## src/rtl/core/sfd_pkg.sv

```systemverilog
package sfd_pkg;

    localparam logic [7:0] FRAME_END       = 8'hC0;
    localparam logic [7:0] FRAME_ESC       = 8'hDB;
    localparam logic [7:0] TRANS_FRAME_END = 8'hDC;
    localparam logic [7:0] TRANS_FRAME_ESC = 8'hDD;

    localparam int unsigned CFG_W             = 13;
    localparam int unsigned CFG_MAX_LEN_RESET = 4096;
    localparam int unsigned INDEX_W           = 12;
    localparam int unsigned LENGTH_W          = 13;
    localparam int unsigned COUNT_OUT_W       = 32;

    typedef enum logic [1:0] {
        EV_DATA     = 2'd0,
        EV_DONE     = 2'd1,
        EV_DROP_OVF = 2'd2,
        EV_DROP_ESC = 2'd3
    } t_event;

    // frame state seen by the byte decoder
    typedef struct packed {
        logic synced;
        logic esc_pending;
        logic fill_nonzero;
        logic fill_at_cap;
    } t_frame_status;

    // what one byte does to the frame state and the result
    typedef struct packed {
        logic       emit;
        t_event     ev;
        logic [7:0] data;
        logic       clr_fill;
        logic       inc_fill;
        logic       set_sync;
        logic       clr_sync;
        logic       set_esc;
        logic       clr_esc;
        logic       inc_done;
        logic       inc_drop;
    } t_step_ctl;

endpackage

```

## src/rtl/core/sfd_byte_decode.sv

```systemverilog
module sfd_byte_decode (
    input  logic [7:0]             i_byte,
    input  sfd_pkg::t_frame_status i_status,
    output sfd_pkg::t_step_ctl     o_ctl
);

    logic       put;
    logic [7:0] put_data;

    always_comb begin
        o_ctl    = '0;
        o_ctl.ev = sfd_pkg::EV_DATA;
        put      = 1'b0;
        put_data = i_byte;

        priority if (i_byte == sfd_pkg::FRAME_END) begin
            o_ctl.clr_fill = 1'b1;
            o_ctl.clr_esc  = 1'b1;
            o_ctl.set_sync = 1'b1;
            if (i_status.synced && i_status.fill_nonzero) begin
                o_ctl.emit     = 1'b1;
                o_ctl.ev       = sfd_pkg::EV_DONE;
                o_ctl.inc_done = 1'b1;
            end
        end else if (!i_status.synced) begin
            // hunting for the first end byte
        end else if (i_status.esc_pending) begin
            o_ctl.clr_esc = 1'b1;
            priority if (i_byte == sfd_pkg::TRANS_FRAME_END) begin
                put      = 1'b1;
                put_data = sfd_pkg::FRAME_END;
            end else if (i_byte == sfd_pkg::TRANS_FRAME_ESC) begin
                put      = 1'b1;
                put_data = sfd_pkg::FRAME_ESC;
            end else begin
                o_ctl.emit     = 1'b1;
                o_ctl.ev       = sfd_pkg::EV_DROP_ESC;
                o_ctl.inc_drop = 1'b1;
                o_ctl.clr_fill = 1'b1;
                o_ctl.clr_sync = 1'b1;
            end
        end else if (i_byte == sfd_pkg::FRAME_ESC) begin
            o_ctl.set_esc = 1'b1;
        end else begin
            put = 1'b1;
        end

        if (put) begin
            o_ctl.emit = 1'b1;
            if (i_status.fill_at_cap) begin
                o_ctl.ev       = sfd_pkg::EV_DROP_OVF;
                o_ctl.inc_drop = 1'b1;
                o_ctl.clr_fill = 1'b1;
                o_ctl.clr_esc  = 1'b1;
                o_ctl.clr_sync = 1'b1;
            end else begin
                o_ctl.ev       = sfd_pkg::EV_DATA;
                o_ctl.data     = put_data;
                o_ctl.inc_fill = 1'b1;
            end
        end
    end

endmodule

```

## src/rtl/core/slip_frame_decoder_core.sv

```systemverilog
// channel   direction  handshake               payload
// in        sink       i_in_valid / o_in_stall  i_in_byte
// out       source     o_out_valid/i_out_stall  event, byte, index, length, counts
// cfg       sink       i_cfg_valid/o_cfg_ready  i_cfg_max_frame_len
//
// one byte per cycle while the result is not stalled: input register, one decode step, result register
// i_rst_n is synchronous: clears sync, fill, escape, counters, capacity to the smaller of FRAME_CAP_MAX and 4096
// a stalled result holds while one more byte is taken into the input register
// bytes that give no result pass through even while the result is stalled
module slip_frame_decoder_core #(
    parameter int unsigned FRAME_CAP_MAX = 4096,
    parameter int unsigned COUNT_BITS    = 32
) (
    input  logic        i_clk,
    input  logic        i_rst_n,

    input  logic        i_in_valid,
    output logic        o_in_stall,
    input  logic [7:0]  i_in_byte,

    output logic        o_out_valid,
    input  logic        i_out_stall,
    output logic [1:0]  o_event_res,
    output logic [7:0]  o_out_byte,
    output logic [11:0] o_byte_index,
    output logic [12:0] o_frame_length,
    output logic [31:0] o_frame_count,
    output logic [31:0] o_drop_count,

    input  logic        i_cfg_valid,
    output logic        o_cfg_ready,
    input  logic [12:0] i_cfg_max_frame_len
);

    localparam int unsigned FILL_W  = $clog2(FRAME_CAP_MAX + 1);
    localparam int unsigned CMP_W   = (FILL_W > sfd_pkg::CFG_W) ? FILL_W : sfd_pkg::CFG_W;
    localparam int unsigned CNT_X_W = (COUNT_BITS > sfd_pkg::COUNT_OUT_W) ?
                                      COUNT_BITS : sfd_pkg::COUNT_OUT_W;
    localparam int unsigned CAP_RESET = (FRAME_CAP_MAX < sfd_pkg::CFG_MAX_LEN_RESET) ?
                                        FRAME_CAP_MAX : sfd_pkg::CFG_MAX_LEN_RESET;

    logic                  r_in_valid;
    logic [7:0]            r_in_byte;

    logic [FILL_W-1:0]     r_cap;
    logic [FILL_W-1:0]     r_fill,  n_fill;
    logic                  r_synced, n_synced;
    logic                  r_esc,   n_esc;
    logic [COUNT_BITS-1:0] r_done,  n_done;
    logic [COUNT_BITS-1:0] r_drop,  n_drop;

    logic                  r_out_valid;
    sfd_pkg::t_event       r_out_ev;
    logic [7:0]            r_out_byte;
    logic [11:0]           r_out_index;
    logic [12:0]           r_out_length;
    logic [31:0]           r_out_done;
    logic [31:0]           r_out_drop;

    sfd_pkg::t_frame_status status;
    sfd_pkg::t_step_ctl     ctl;
    logic                   out_free;
    logic                   advance;
    logic                   in_take;
    logic [CMP_W-1:0]       cfg_ext;
    logic [CMP_W-1:0]       cap_limit;
    logic [CMP_W-1:0]       cap_sel;
    logic [CMP_W-1:0]       fill_ext;
    logic [CNT_X_W-1:0]     done_ext;
    logic [CNT_X_W-1:0]     drop_ext;

    // capacity is clamped once, when written
    assign cfg_ext   = CMP_W'(i_cfg_max_frame_len);
    assign cap_limit = CMP_W'(FRAME_CAP_MAX);
    assign cap_sel   = (cfg_ext > cap_limit) ? cap_limit : cfg_ext;
    assign o_cfg_ready = 1'b1;

    always_ff @(posedge i_clk) begin
        if (!i_rst_n) begin
            r_cap <= FILL_W'(CAP_RESET);
        end else if (i_cfg_valid && o_cfg_ready) begin
            r_cap <= cap_sel[FILL_W-1:0];
        end
    end

    assign status.synced       = r_synced;
    assign status.esc_pending  = r_esc;
    assign status.fill_nonzero = (r_fill != '0);
    assign status.fill_at_cap  = (r_fill >= r_cap);

    sfd_byte_decode u_decode (
        .i_byte   (r_in_byte),
        .i_status (status),
        .o_ctl    (ctl)
    );

    assign out_free   = !r_out_valid || !i_out_stall;
    assign advance    = r_in_valid && (out_free || !ctl.emit);
    assign o_in_stall = r_in_valid && !advance;
    assign in_take    = i_in_valid && !o_in_stall;

    always_comb begin
        n_fill   = r_fill;
        n_synced = r_synced;
        n_esc    = r_esc;
        n_done   = r_done;
        n_drop   = r_drop;
        if (ctl.clr_fill) begin
            n_fill = '0;
        end else if (ctl.inc_fill) begin
            n_fill = r_fill + 1'b1;
        end
        if (ctl.set_sync) begin
            n_synced = 1'b1;
        end else if (ctl.clr_sync) begin
            n_synced = 1'b0;
        end
        if (ctl.set_esc) begin
            n_esc = 1'b1;
        end else if (ctl.clr_esc) begin
            n_esc = 1'b0;
        end
        if (ctl.inc_done) begin
            n_done = r_done + 1'b1;
        end
        if (ctl.inc_drop) begin
            n_drop = r_drop + 1'b1;
        end
    end

    assign fill_ext = CMP_W'(r_fill);
    assign done_ext = CNT_X_W'(n_done);
    assign drop_ext = CNT_X_W'(n_drop);

    always_ff @(posedge i_clk) begin
        if (!i_rst_n) begin
            r_in_valid  <= 1'b0;
            r_fill      <= '0;
            r_synced    <= 1'b0;
            r_esc       <= 1'b0;
            r_done      <= '0;
            r_drop      <= '0;
            r_out_valid <= 1'b0;
        end else begin
            if (in_take) begin
                r_in_valid <= 1'b1;
            end else if (advance) begin
                r_in_valid <= 1'b0;
            end
            if (advance) begin
                r_fill   <= n_fill;
                r_synced <= n_synced;
                r_esc    <= n_esc;
                r_done   <= n_done;
                r_drop   <= n_drop;
            end
            if (advance && ctl.emit) begin
                r_out_valid <= 1'b1;
            end else if (out_free) begin
                r_out_valid <= 1'b0;
            end
        end
    end

    always_ff @(posedge i_clk) begin
        if (in_take) begin
            r_in_byte <= i_in_byte;
        end
        if (advance && ctl.emit) begin
            r_out_ev     <= ctl.ev;
            r_out_byte   <= ctl.data;
            r_out_index  <= (ctl.ev == sfd_pkg::EV_DATA) ?
                            fill_ext[sfd_pkg::INDEX_W-1:0] : '0;
            r_out_length <= (ctl.ev == sfd_pkg::EV_DONE) ?
                            fill_ext[sfd_pkg::LENGTH_W-1:0] : '0;
            r_out_done   <= done_ext[sfd_pkg::COUNT_OUT_W-1:0];
            r_out_drop   <= drop_ext[sfd_pkg::COUNT_OUT_W-1:0];
        end
    end

    assign o_out_valid    = r_out_valid;
    assign o_event_res    = r_out_ev;
    assign o_out_byte     = r_out_byte;
    assign o_byte_index   = r_out_index;
    assign o_frame_length = r_out_length;
    assign o_frame_count  = r_out_done;
    assign o_drop_count   = r_out_drop;

`ifndef NO_ASSERTIONS
    // a capacity write may land below a partly filled frame, so only the ceiling bounds it
    a_fill_within_cap: assert property (@(posedge i_clk) disable iff (!i_rst_n)
        r_fill <= FILL_W'(FRAME_CAP_MAX))
        else $error("frame fill beyond capacity");

    a_unsynced_idle: assert property (@(posedge i_clk) disable iff (!i_rst_n)
        !r_synced |-> (r_fill == '0) && !r_esc)
        else $error("fill or escape held while out of sync");

    a_done_has_length: assert property (@(posedge i_clk) disable iff (!i_rst_n)
        advance && ctl.emit && (ctl.ev == sfd_pkg::EV_DONE) |=> (r_out_length != '0))
        else $error("completed frame with zero length");

    a_stall_needs_item: assert property (@(posedge i_clk) disable iff (!i_rst_n)
        o_in_stall |-> r_in_valid && r_out_valid && i_out_stall)
        else $error("input stalled without a blocked result");

    a_drop_counted: assert property (@(posedge i_clk) disable iff (!i_rst_n)
        advance && ctl.inc_drop |=> !r_synced && (r_drop == $past(r_drop) + 1'b1))
        else $error("drop not counted or sync kept");
`endif

endmodule

```

## config.mk

```make
export PLATFORM = sky130hd
export DESIGN_NAME = slip_frame_decoder_core
export DESIGN_NICKNAME = d
export VERILOG_FILES = /design/src/rtl/core/sfd_pkg.sv /design/src/rtl/core/sfd_byte_decode.sv /design/src/rtl/core/slip_frame_decoder_core.sv
export SDC_FILE = /design/constraint.sdc
export NUM_CORES = 1
export LEC_CHECK = 0
export BUFFER_PORTS_ARGS = -buffer_cell sky130_fd_sc_hd__buf_2
export CAP_MARGIN = 20
export CORE_MARGIN = 1.5
export CORE_UTILIZATION = 58
export DETAILED_ROUTE_END_ITERATION = 16
export PLACE_DENSITY_LB_ADDON = 0.25
export SLEW_MARGIN = 20
export SYNTH_ARGS = -nofsm -noshare
export SYNTH_HDL_FRONTEND = slang
export SYNTH_HIERARCHICAL = 1
export SYNTH_SLANG_ARGS = --single-unit
```

## constraint.sdc

```tcl
create_clock -name i_clk -period 5.05 [get_ports i_clk]
set_input_delay 0.505 -clock i_clk [delete_from_list [all_inputs] [get_ports i_clk]]
set_output_delay 0.505 -clock i_clk [all_outputs]
set_load 0.02 [all_outputs]
```

Word level (Yosys, flattened, before mapping)
Cells that the tools add are included.

Flip-flop bits (word level): 201. Latch bits: 0. Memory bits (writable): 0. ROM bits: 0. Output and inout bits: 102. Word-level logic and storage cells: 105. Memories kept: 0.

Add/subtract/negate cells: 3. Multipliers: 0. Div/mod/pow operators: 0. $lt $le $gt $ge: 2. Equal/unequal tests: 5. Shift-type cells: 0. Multiplexer cells: 56. Bitwise logic cells: 1. Reductions and logical operators: 23.

Operators by type and width (count): adder 32 x 1 -> 32 bit (second input constant) (2); 2-to-1 mux 32 bit (2); 2-to-1 mux 13 bit (4); 2-to-1 mux 8 bit (6); 2-to-1 mux 1 bit (35); equality test 8 bit (second input constant) (4); 2-to-1 mux 3 bit (7); adder 13 x 1 -> 13 bit (second input constant) (1); greater-or-equal comparator 13 bit (1); > comparator 13 bit (second input constant) (1); nonzero test 13 bit (1); nonzero test 2 bit (5); AND reduction 2 bit (3); logical AND 1 bit (5); logical NOT 1 bit (5); 2-to-1 mux 2 bit (2); equality test 2 x 1 -> 1 bit (second input constant) (1); logical NOT 2 bit (1); logical OR 1 bit (2); OR reduction 2 bit (1); inverter 1 bit (1).

Depth between registers and ports, before layout
Gate-level depths: netlist of run 1.

Depth after elaboration: 16. Depth in mapped cells: 16.

Hierarchy
Netlist of run 1, hierarchy kept.

By module, submodules not included: slip_frame_decoder_core (instances 1, cells each 838, area each 8938.6 sq um); sfd_byte_decode (instances 1, cells each 65, area each 362.8 sq um).

Worst setup path before layout of run 1
No wires, ideal clock.

Path kind: flip-flop to flip-flop. From: reg r_in_byte[1]. To: reg r_out_index[0] (netlist: o_byte_index[0]) (enable). Library setup time: 470 ps. Data arrival time: 3597 ps. Required time: 4580 ps. Path slack: 983 ps. Cell stages (with the launch flop): 7. Clock period less this slack: 4067 ps. Cell sequence: edfxtp_1 > nor4_4 > nand2_1 > nor2_1 > nor2_1 > nand3_1 > and3_1.

RTL lines: from (decl) (RTL line slip_frame_decoder_core.sv:43) `logic [7:0] r_in_byte;`; from (signal assigned) (RTL line slip_frame_decoder_core.sv:167) `r_in_byte <= i_in_byte;`; to (signal assigned) (RTL line slip_frame_decoder_core.sv:172) `r_out_index <= (ctl.ev == sfd_pkg::EV_DATA) ?`; to (decl) (RTL line slip_frame_decoder_core.sv:55) `logic [11:0] r_out_index;`.

==> results of run 1 <==
## flip-flops by register name, indices dropped and copies added, names as in the netlist
| register | count |
|---|---|
| r_in_byte | 8 |
| o_frame_length | 13 |
| r_synced | 1 |
| fill_ext | 13 |
| o_drop_count | 32 |
| o_out_valid | 1 |
| r_esc | 1 |
| r_in_valid | 1 |
| o_byte_index | 12 |
| r_done | 32 |
| r_cap | 13 |
| o_out_byte | 8 |
| o_event_res | 2 |
| o_frame_count | 32 |
| r_drop | 32 |
## per-layer routing
layer / part of all wire / global-route usage / up-vias / wire, um
li1: - / - / 3405 / -
met1: 0.46 / 0.312 / 3176 / 8650
met2: 0.47 / 0.369 / 187 / 8690
met3: 0.047 / 0.0273 / 33 / 870
met4: 0.021 / 0.0621 / 0 / 400
met5: 0 / 0 / - / 0
## logic make-up (layout without fill, tap and decap cells)
group                      Yosys count  count (layout)  share of synthesized area
xor gates and xnor gates           117             117                      0.110
AOI/OAI and AO/OA                   72              72                     0.0517
and+or+nand+nor                    421             421                      0.232
other                                1               1                   0.000403
buffers and inverters               70             193                     0.0303
DFF                                201             201                      0.548
muxes                                4               4                    0.00457
adders and majority gates           17              17                     0.0229
## path summary, 6_finish.rpt
| path | endpoint | slack (ns) | cells past startpoint |
|---|---|---|---|
| setup / recovery | fill_ext[8]$_SDFFE_PN0P_ | 1.08 | 12 |
| hold / removal | r_in_byte[1]$_DFFE_PP_ | 0.19 | 1 |
| setup reg to reg | fill_ext[8]$_SDFFE_PN0P_ | 1.08 | 12 |
| hold reg to reg | r_drop[31]$_SDFFE_PN0P_ | 0.50 | 2 |
## power by group through the flow
| stage | sequential [W] | combinational, W | clock (W) |
|---|---|---|---|
| final | 0.00173 | 0.0000756 | 0.00145 |
| after global routing | 0.00173 | 0.0000833 | 0.00153 |
| after CTS | 0.00173 | 0.0000752 | 0.00147 |
| after detailed placement | 0.00176 | 0.0000751 | 0 |
| after global placement | 0.00176 | 0.0000745 | 0 |
| after floorplan | 0.00176 | 0.0000475 | 0 |
## synthesized netlist by cell type, types with 15 or more instances
cell type / n / area, um^2
dfxtp_1: 94 / 1880
a21oi_1: 21 / 105
edfxtp_1: 107 / 3210
nand2_1: 89 / 334
nor4_1: 15 / 93.8
xor2_1: 58 / 508
clkbuf_1: 31 / 116
nand3_1: 41 / 205
nor2_1: 107 / 402
and2_1: 35 / 219
nor3_1: 31 / 155
inv_1: 21 / 78.8
xnor2_1: 59 / 517
nand4_1: 33 / 206
ha_1: 17 / 213
## area by class of cell
class / count / area (um^2) / area share
Clock buffer: 24 / 537 / 0.0500
Sequential cell: 201 / 5090 / 0.474
Tap cell: 216 / 270 / 0.0252
Timing Repair Buffer: 135 / 718 / 0.0669
Multi-Input combinational cell: 632 / 3930 / 0.366
Inverter: 22 / 82.6 / 0.00769
Clock inverter: 12 / 105 / 0.00979
## stage by stage
| step | power, W | hold WS, ns |
|---|---|---|
| 2_1_floorplan | 0.00181 | 0.463 |
| 3_3_place_gp | 0.00184 | 0.476 |
| 3_5_place_dp | 0.00184 | 0.491 |
| 4_1_cts | 0.00327 | 0.182 |
| 5_1_grt | 0.00334 | 0.181 |
| 6_report | 0.00325 | 0.193 |
## worst reg2reg max path, cell delays in order, from the launching register on
cell	delay, ns
dfxtp_1	0.47
ha_1	0.30
and4_1	0.21
a2111oi_0	0.38
o21ai_0	0.18
a221o_1	0.40
nor2b_1	0.43
nor2b_1	0.28
o21ai_0	0.21
or3_1	0.49
nor3_1	0.29
xnor2_1	0.17
nor2_1	0.05
==> impl_metrics.toml, run 1 <==
[power_and_ir_drop]
clockPowerShare = 0.446
seqPwrFrac = 0.531
power_density_nw_per_um2 = 303
p_sw_frac = 0.200
p_sw_w = 0.000650
irDropWorstVdd_mv = 0.216
power_frac_comb = 0.023
p_int_w = 0.00260
p_leak_nw = 3.70

[cells_and_area]
final_util = 0.681
layout_common_cells = "126 x buf_2, 107 x edfxtp_1, 106 x nor2_1"
nNetsFinal = 1055
stdcell_count = 1242
area_growth_pct = 15.5
n_antenna_cell = 0
layout-drive-gt1-share = 0.176
final.fill_count = 1249
stdcell_area_um2 = 10700
mostFrequentLayoutCell = "buf_2"

[setup_path]
startpoint = "fill_ext[6]$_SDFFE_PN0P_"
path_class = "flip-flop to flip-flop"
crit_path_end_kind = "flip-flop"
r2r-start = "fill_ext[6]$_SDFFE_PN0P_"
worstSetupStartpointType = "flip-flop"
crit_family = "simple AND/OR/NAND/NOR gates"
path_max_fanout = 9
slowest_delay_ns = 0.48
required_ns = 5.42
worst_ep_arrival_time_ns = 4.33
cp_num_buf_inv = 0
slowest_stage = "or3_1"
path_cells = "ha_1 > and4_1 > a2111oi_0 > o21ai_0 > a221o_1 > nor2b_1 > nor2b_1 > o21ai_0 > or3_1 > nor3_1 > xnor2_1 > nor2_1"

[route]
drc_errors = 0
avgViaCountPerCell = 5.48
drt-initial-drc-count = 446
wl_per_cell_um = 15.0
vias = 6801
first_pass_iters = 5
drt_wl_total_um = 18600
postRouteAntennaNets = 0

[synthesis]
synth_cells = 903
yosysWarningCount = 6
ys_ff_latch = 201
synth-edff-count = 107
async_flop_share = 0
synth_cell_types = 63
syn_nets = 946
syn_area_um2 = 9300
postSynthAreaPerCell_um2 = 10.3
ys.flop_type = "edfxtp_1"
ys_seq_area_frac = 0.548

[grt]
grt_overflow = 0
grt_pass1_wl_um = 30300
grt_max_degree = 87
antenna_found_initial = 0
grtUsageTotal = 0.223
grt_pass1_vias = 6108

[floorplanning]
initial_utilization = 0.590
fp-row-count = 46
io_pins = 128
dieWidth_um = 130
core-area_um2 = 15800
dieArea_um2 = 16800
die-height_um = 130

[sta]
finalSetupViolCount = 0
fin_tns_setup_ns = 0
fin_ws_ns = 1.08
slew_headroom = 0.453
max_freq_ghz = 0.252
period_share = 0.785
slew_violations = 0
finalHoldViolCount = 0
rsz0062_at_grt = "no"
tightest_slew_ns = 0.815
fin_skew_ns = 0.0102
min_period_ns = 3.97

[clocking]
ctsLongestPathBuffers = 3
path_clk_slew_ns = 0.06
cts-htree-levels = 1
ctsResizeCount = 0
clkLatencyLatePin_ns = 0.49
cts_buffers = 20
cts_tree = "yes"
cts_sinks = 201
cts_hold_buf = 0
post_cts.repair.setup_buffers = 0
cts_root_buf = "clkbuf_16"

[placed_design]
post-place-cells = 1205
gp_congestion = 0.874
postPlaceCellArea_um2 = 10100
port_buffers = 126
pre_cts_ws_ns = 1.21
dp_hpwl_um = 12500

[flow_run]
maxCapViolCount = 0

[outcome]
outcome = "finished clean"

[min_path]
hold_start = "i_in_byte[1]"
min_path_type = "input pin to flip-flop"
Note: power is estimated with default switching activity, not from simulation.
==> inputs of run 2 (changes only) <==
- ABC_AREA: not set -> 1
- clock period: 5.05 -> 4.1 ns (I/O delays scaled with it)
==> impl_metrics.toml, run 2 <==
[grt]
grtUsageTotal = 0.238
antenna_found_initial = 0
grt_pass1_vias = 7402
grt_max_degree = 64
grt_pass1_wl_um = 34400
grt_overflow = 0

[synthesis]
synth_top_area_cell = "edfxtp_1"
ys_ff_latch = 201
yosysWarningCount = 6
ys_seq_area_frac = 0.516
synthTopCellsByCount = "279 x nand2_1, 196 x inv_1, 123 x nor2_1"
postSynthAreaPerCell_um2 = 8.18
syn_area_um2 = 9870
async_flop_share = 0
yosys-top-cells-area = "edfxtp_1 33%, dfxtp_1 19%, nand2_1 11%"
synth_cell_types = 40
synth.most_common_cell = "nand2_1"
synth-edff-count = 107
yosysTopAreaCellShare = 0.326
ys.flop_type = "edfxtp_1"
syn_nets = 1250
synth_cells = 1207

[cells_and_area]
layout_common_cells = "279 x nand2_1, 195 x inv_1, 126 x buf_2"
area_growth_pct = 15.7
nNetsFinal = 1374
multiInputGateArea_um2 = 3870
mostFrequentLayoutCell = "nand2_1"
stdcell_area_um2 = 11400
regArea_um2 = 5090
final.fill_count = 1372
final_util = 0.688
layout-drive-gt1-share = 0.172
n_antenna_cell = 0

[setup_path]
path_max_fanout = 51
worstSetupStartpointType = "flip-flop"
worst_ep_arrival_time_ns = 3.29
path_class = "flip-flop to flip-flop"
crit_path_end_kind = "flip-flop"
required_ns = 4.28

[power_and_ir_drop]
irDropWorstVdd_mv = 0.265
power_density_nw_per_um2 = 390
p_leak_nw = 5.02

[sta]
fin_skew_ns = 0.0182
slew_headroom = 0.476
finalHoldViolCount = 0
max_freq_ghz = 0.322
finalSetupViolCount = 0
tightest_slew_ns = 0.784
rsz0062_at_grt = "no"
min_period_ns = 3.11
period_share = 0.758
fin_tns_setup_ns = 0
slew_violations = 0

[clocking]
post_cts.repair.setup_buffers = 0
cts_root_buf = "clkbuf_16"
cts_buffers = 21
ctsLongestPathBuffers = 3
clkLatencyLatePin_ns = 0.51
cts_tree = "yes"
ctsResizeCount = 0
cts_hold_buf = 0
cts_sinks = 201
path_clk_slew_ns = 0.06
cts-htree-levels = 1

[route]
vias = 7964
drt-initial-drc-count = 503
avgViaCountPerCell = 5.09
postRouteAntennaNets = 0
wl_per_cell_um = 13.3
first_pass_iters = 5
drc_errors = 0
drt_wl_total_um = 20900

[floorplanning]
die-height_um = 133
dieArea_um2 = 17800
io_pins = 128
core-area_um2 = 16600
initial_utilization = 0.595
fp-row-count = 47
dieWidth_um = 133

[placed_design]
port_buffers = 126
postPlaceCellArea_um2 = 10700
dp_hpwl_um = 14800
gp_congestion = 0.912

[min_path]
min_path_type = "input pin to flip-flop"

[flow_run]
maxCapViolCount = 0

[outcome]
outcome = "finished clean"
==> run 2: changes by cell type after synthesis, sizes merged, moves of 17 or more <==
| cell | previous run | this run |
|---|---|---|
| nand2 | 89 | 291 |
| nor3 | 32 | 12 |
| xnor2 | 59 | 2 |
| xor2 | 58 | 26 |
| nand4 | 34 | 13 |
| clkbuf | 34 | 17 |
| nor2 | 107 | 162 |
| a21oi | 21 | 87 |
| nand3 | 41 | 80 |
| o21ai | 11 | 69 |
| inv | 22 | 202 |
| and2 | 35 | 1 |
==> run 2: final timing paths <==
| path | from | to | slack, ns | cells after the start |
|---|---|---|---|---|
| worst max-delay path | fill_ext[0]$_SDFFE_PN0P_ | o_frame_count[11]$_DFFE_PP_ | 0.99 | 13 |
| worst min-delay path | i_in_byte[4] | r_in_byte[4]$_DFFE_PP_ | 0.09 | 1 |
| worst max register to register | fill_ext[0]$_SDFFE_PN0P_ | o_frame_count[11]$_DFFE_PP_ | 0.99 | 13 |
| worst min register to register | r_done[1]$_SDFFE_PN0P_ | r_done[1]$_SDFFE_PN0P_ | 0.49 | 2 |
==> run 2: critical path, stage by stage, from the launching register on <==
cell and delay (ns):
dfxtp_1 0.32, inv_1 0.16, ha_1 0.18, nand2_1 0.05, nor3_1 0.14, nand3_1 0.18, nand3_1 0.16, nand3_1 0.12
nand3_2 0.11, nand2_2 0.23, inv_2 0.12, nand2_1 0.10, inv_4 0.51, buf_12 0.32
==> run 2: kinds of logic after synthesis <==
group                      count (synthesis)  share of synthesized area
xor gates and xnor gates                  28                     0.0264
DFF                                      201                      0.516
adders and majority gates                 17                     0.0216
buffers and inverters                    233                     0.0914
other                                      1                   0.000380
and+or+nand+nor                          566                      0.261
AOI/OAI and AO/OA                        161                     0.0833
==> run 2: power breakdown <==
| part | switching (W) | leakage [nW] | total, W | internal [W] |
|---|---|---|---|---|
| clock | 0.000768 | 0.344 | 0.00198 | 0.00122 |
| sequential | 0.0000504 | 1.78 | 0.00222 | 0.00217 |
| combinational | 0.000164 | 2.90 | 0.000249 | 0.0000845 |
| total | 0.000983 | 5.02 | 0.00445 | 0.00347 |
==> run 2: per-layer routing <==
layer	track usage	up-vias	wire length, um
met2	0.410	187	10200
met5	0	-	0
li1	-	4118	-
met4	0.0694	0	414
met1	0.314	3633	9380
met3	0.0323	26	929
==> run 2: metrics by stage <==
stage | hold WS (ns) | instances | setup WS, ns | total power, W
3_5_place_dp | 0.488 | 1528 | 1.05 | 0.00251
2_1_floorplan | 0.455 | 1207 | 0.0468 | 0.00243
6_report | 0.0902 | 1566 | 0.993 | 0.00445
4_1_cts | 0.0746 | 1566 | 1.02 | 0.00449
3_3_place_gp | 0.481 | 1528 | 1.14 | 0.00250
5_1_grt | 0.0854 | 1566 | 0.763 | 0.00461
==> run 2: area by class of cell <==
cell class / instances / area share
inverter: 203 / 0.0670
clock buffer: 25 / 0.0482
multi-input combinational: 773 / 0.339
tap: 220 / 0.0241
timing repair buffer: 131 / 0.0596
sequential: 201 / 0.446
clock inverter: 13 / 0.0155
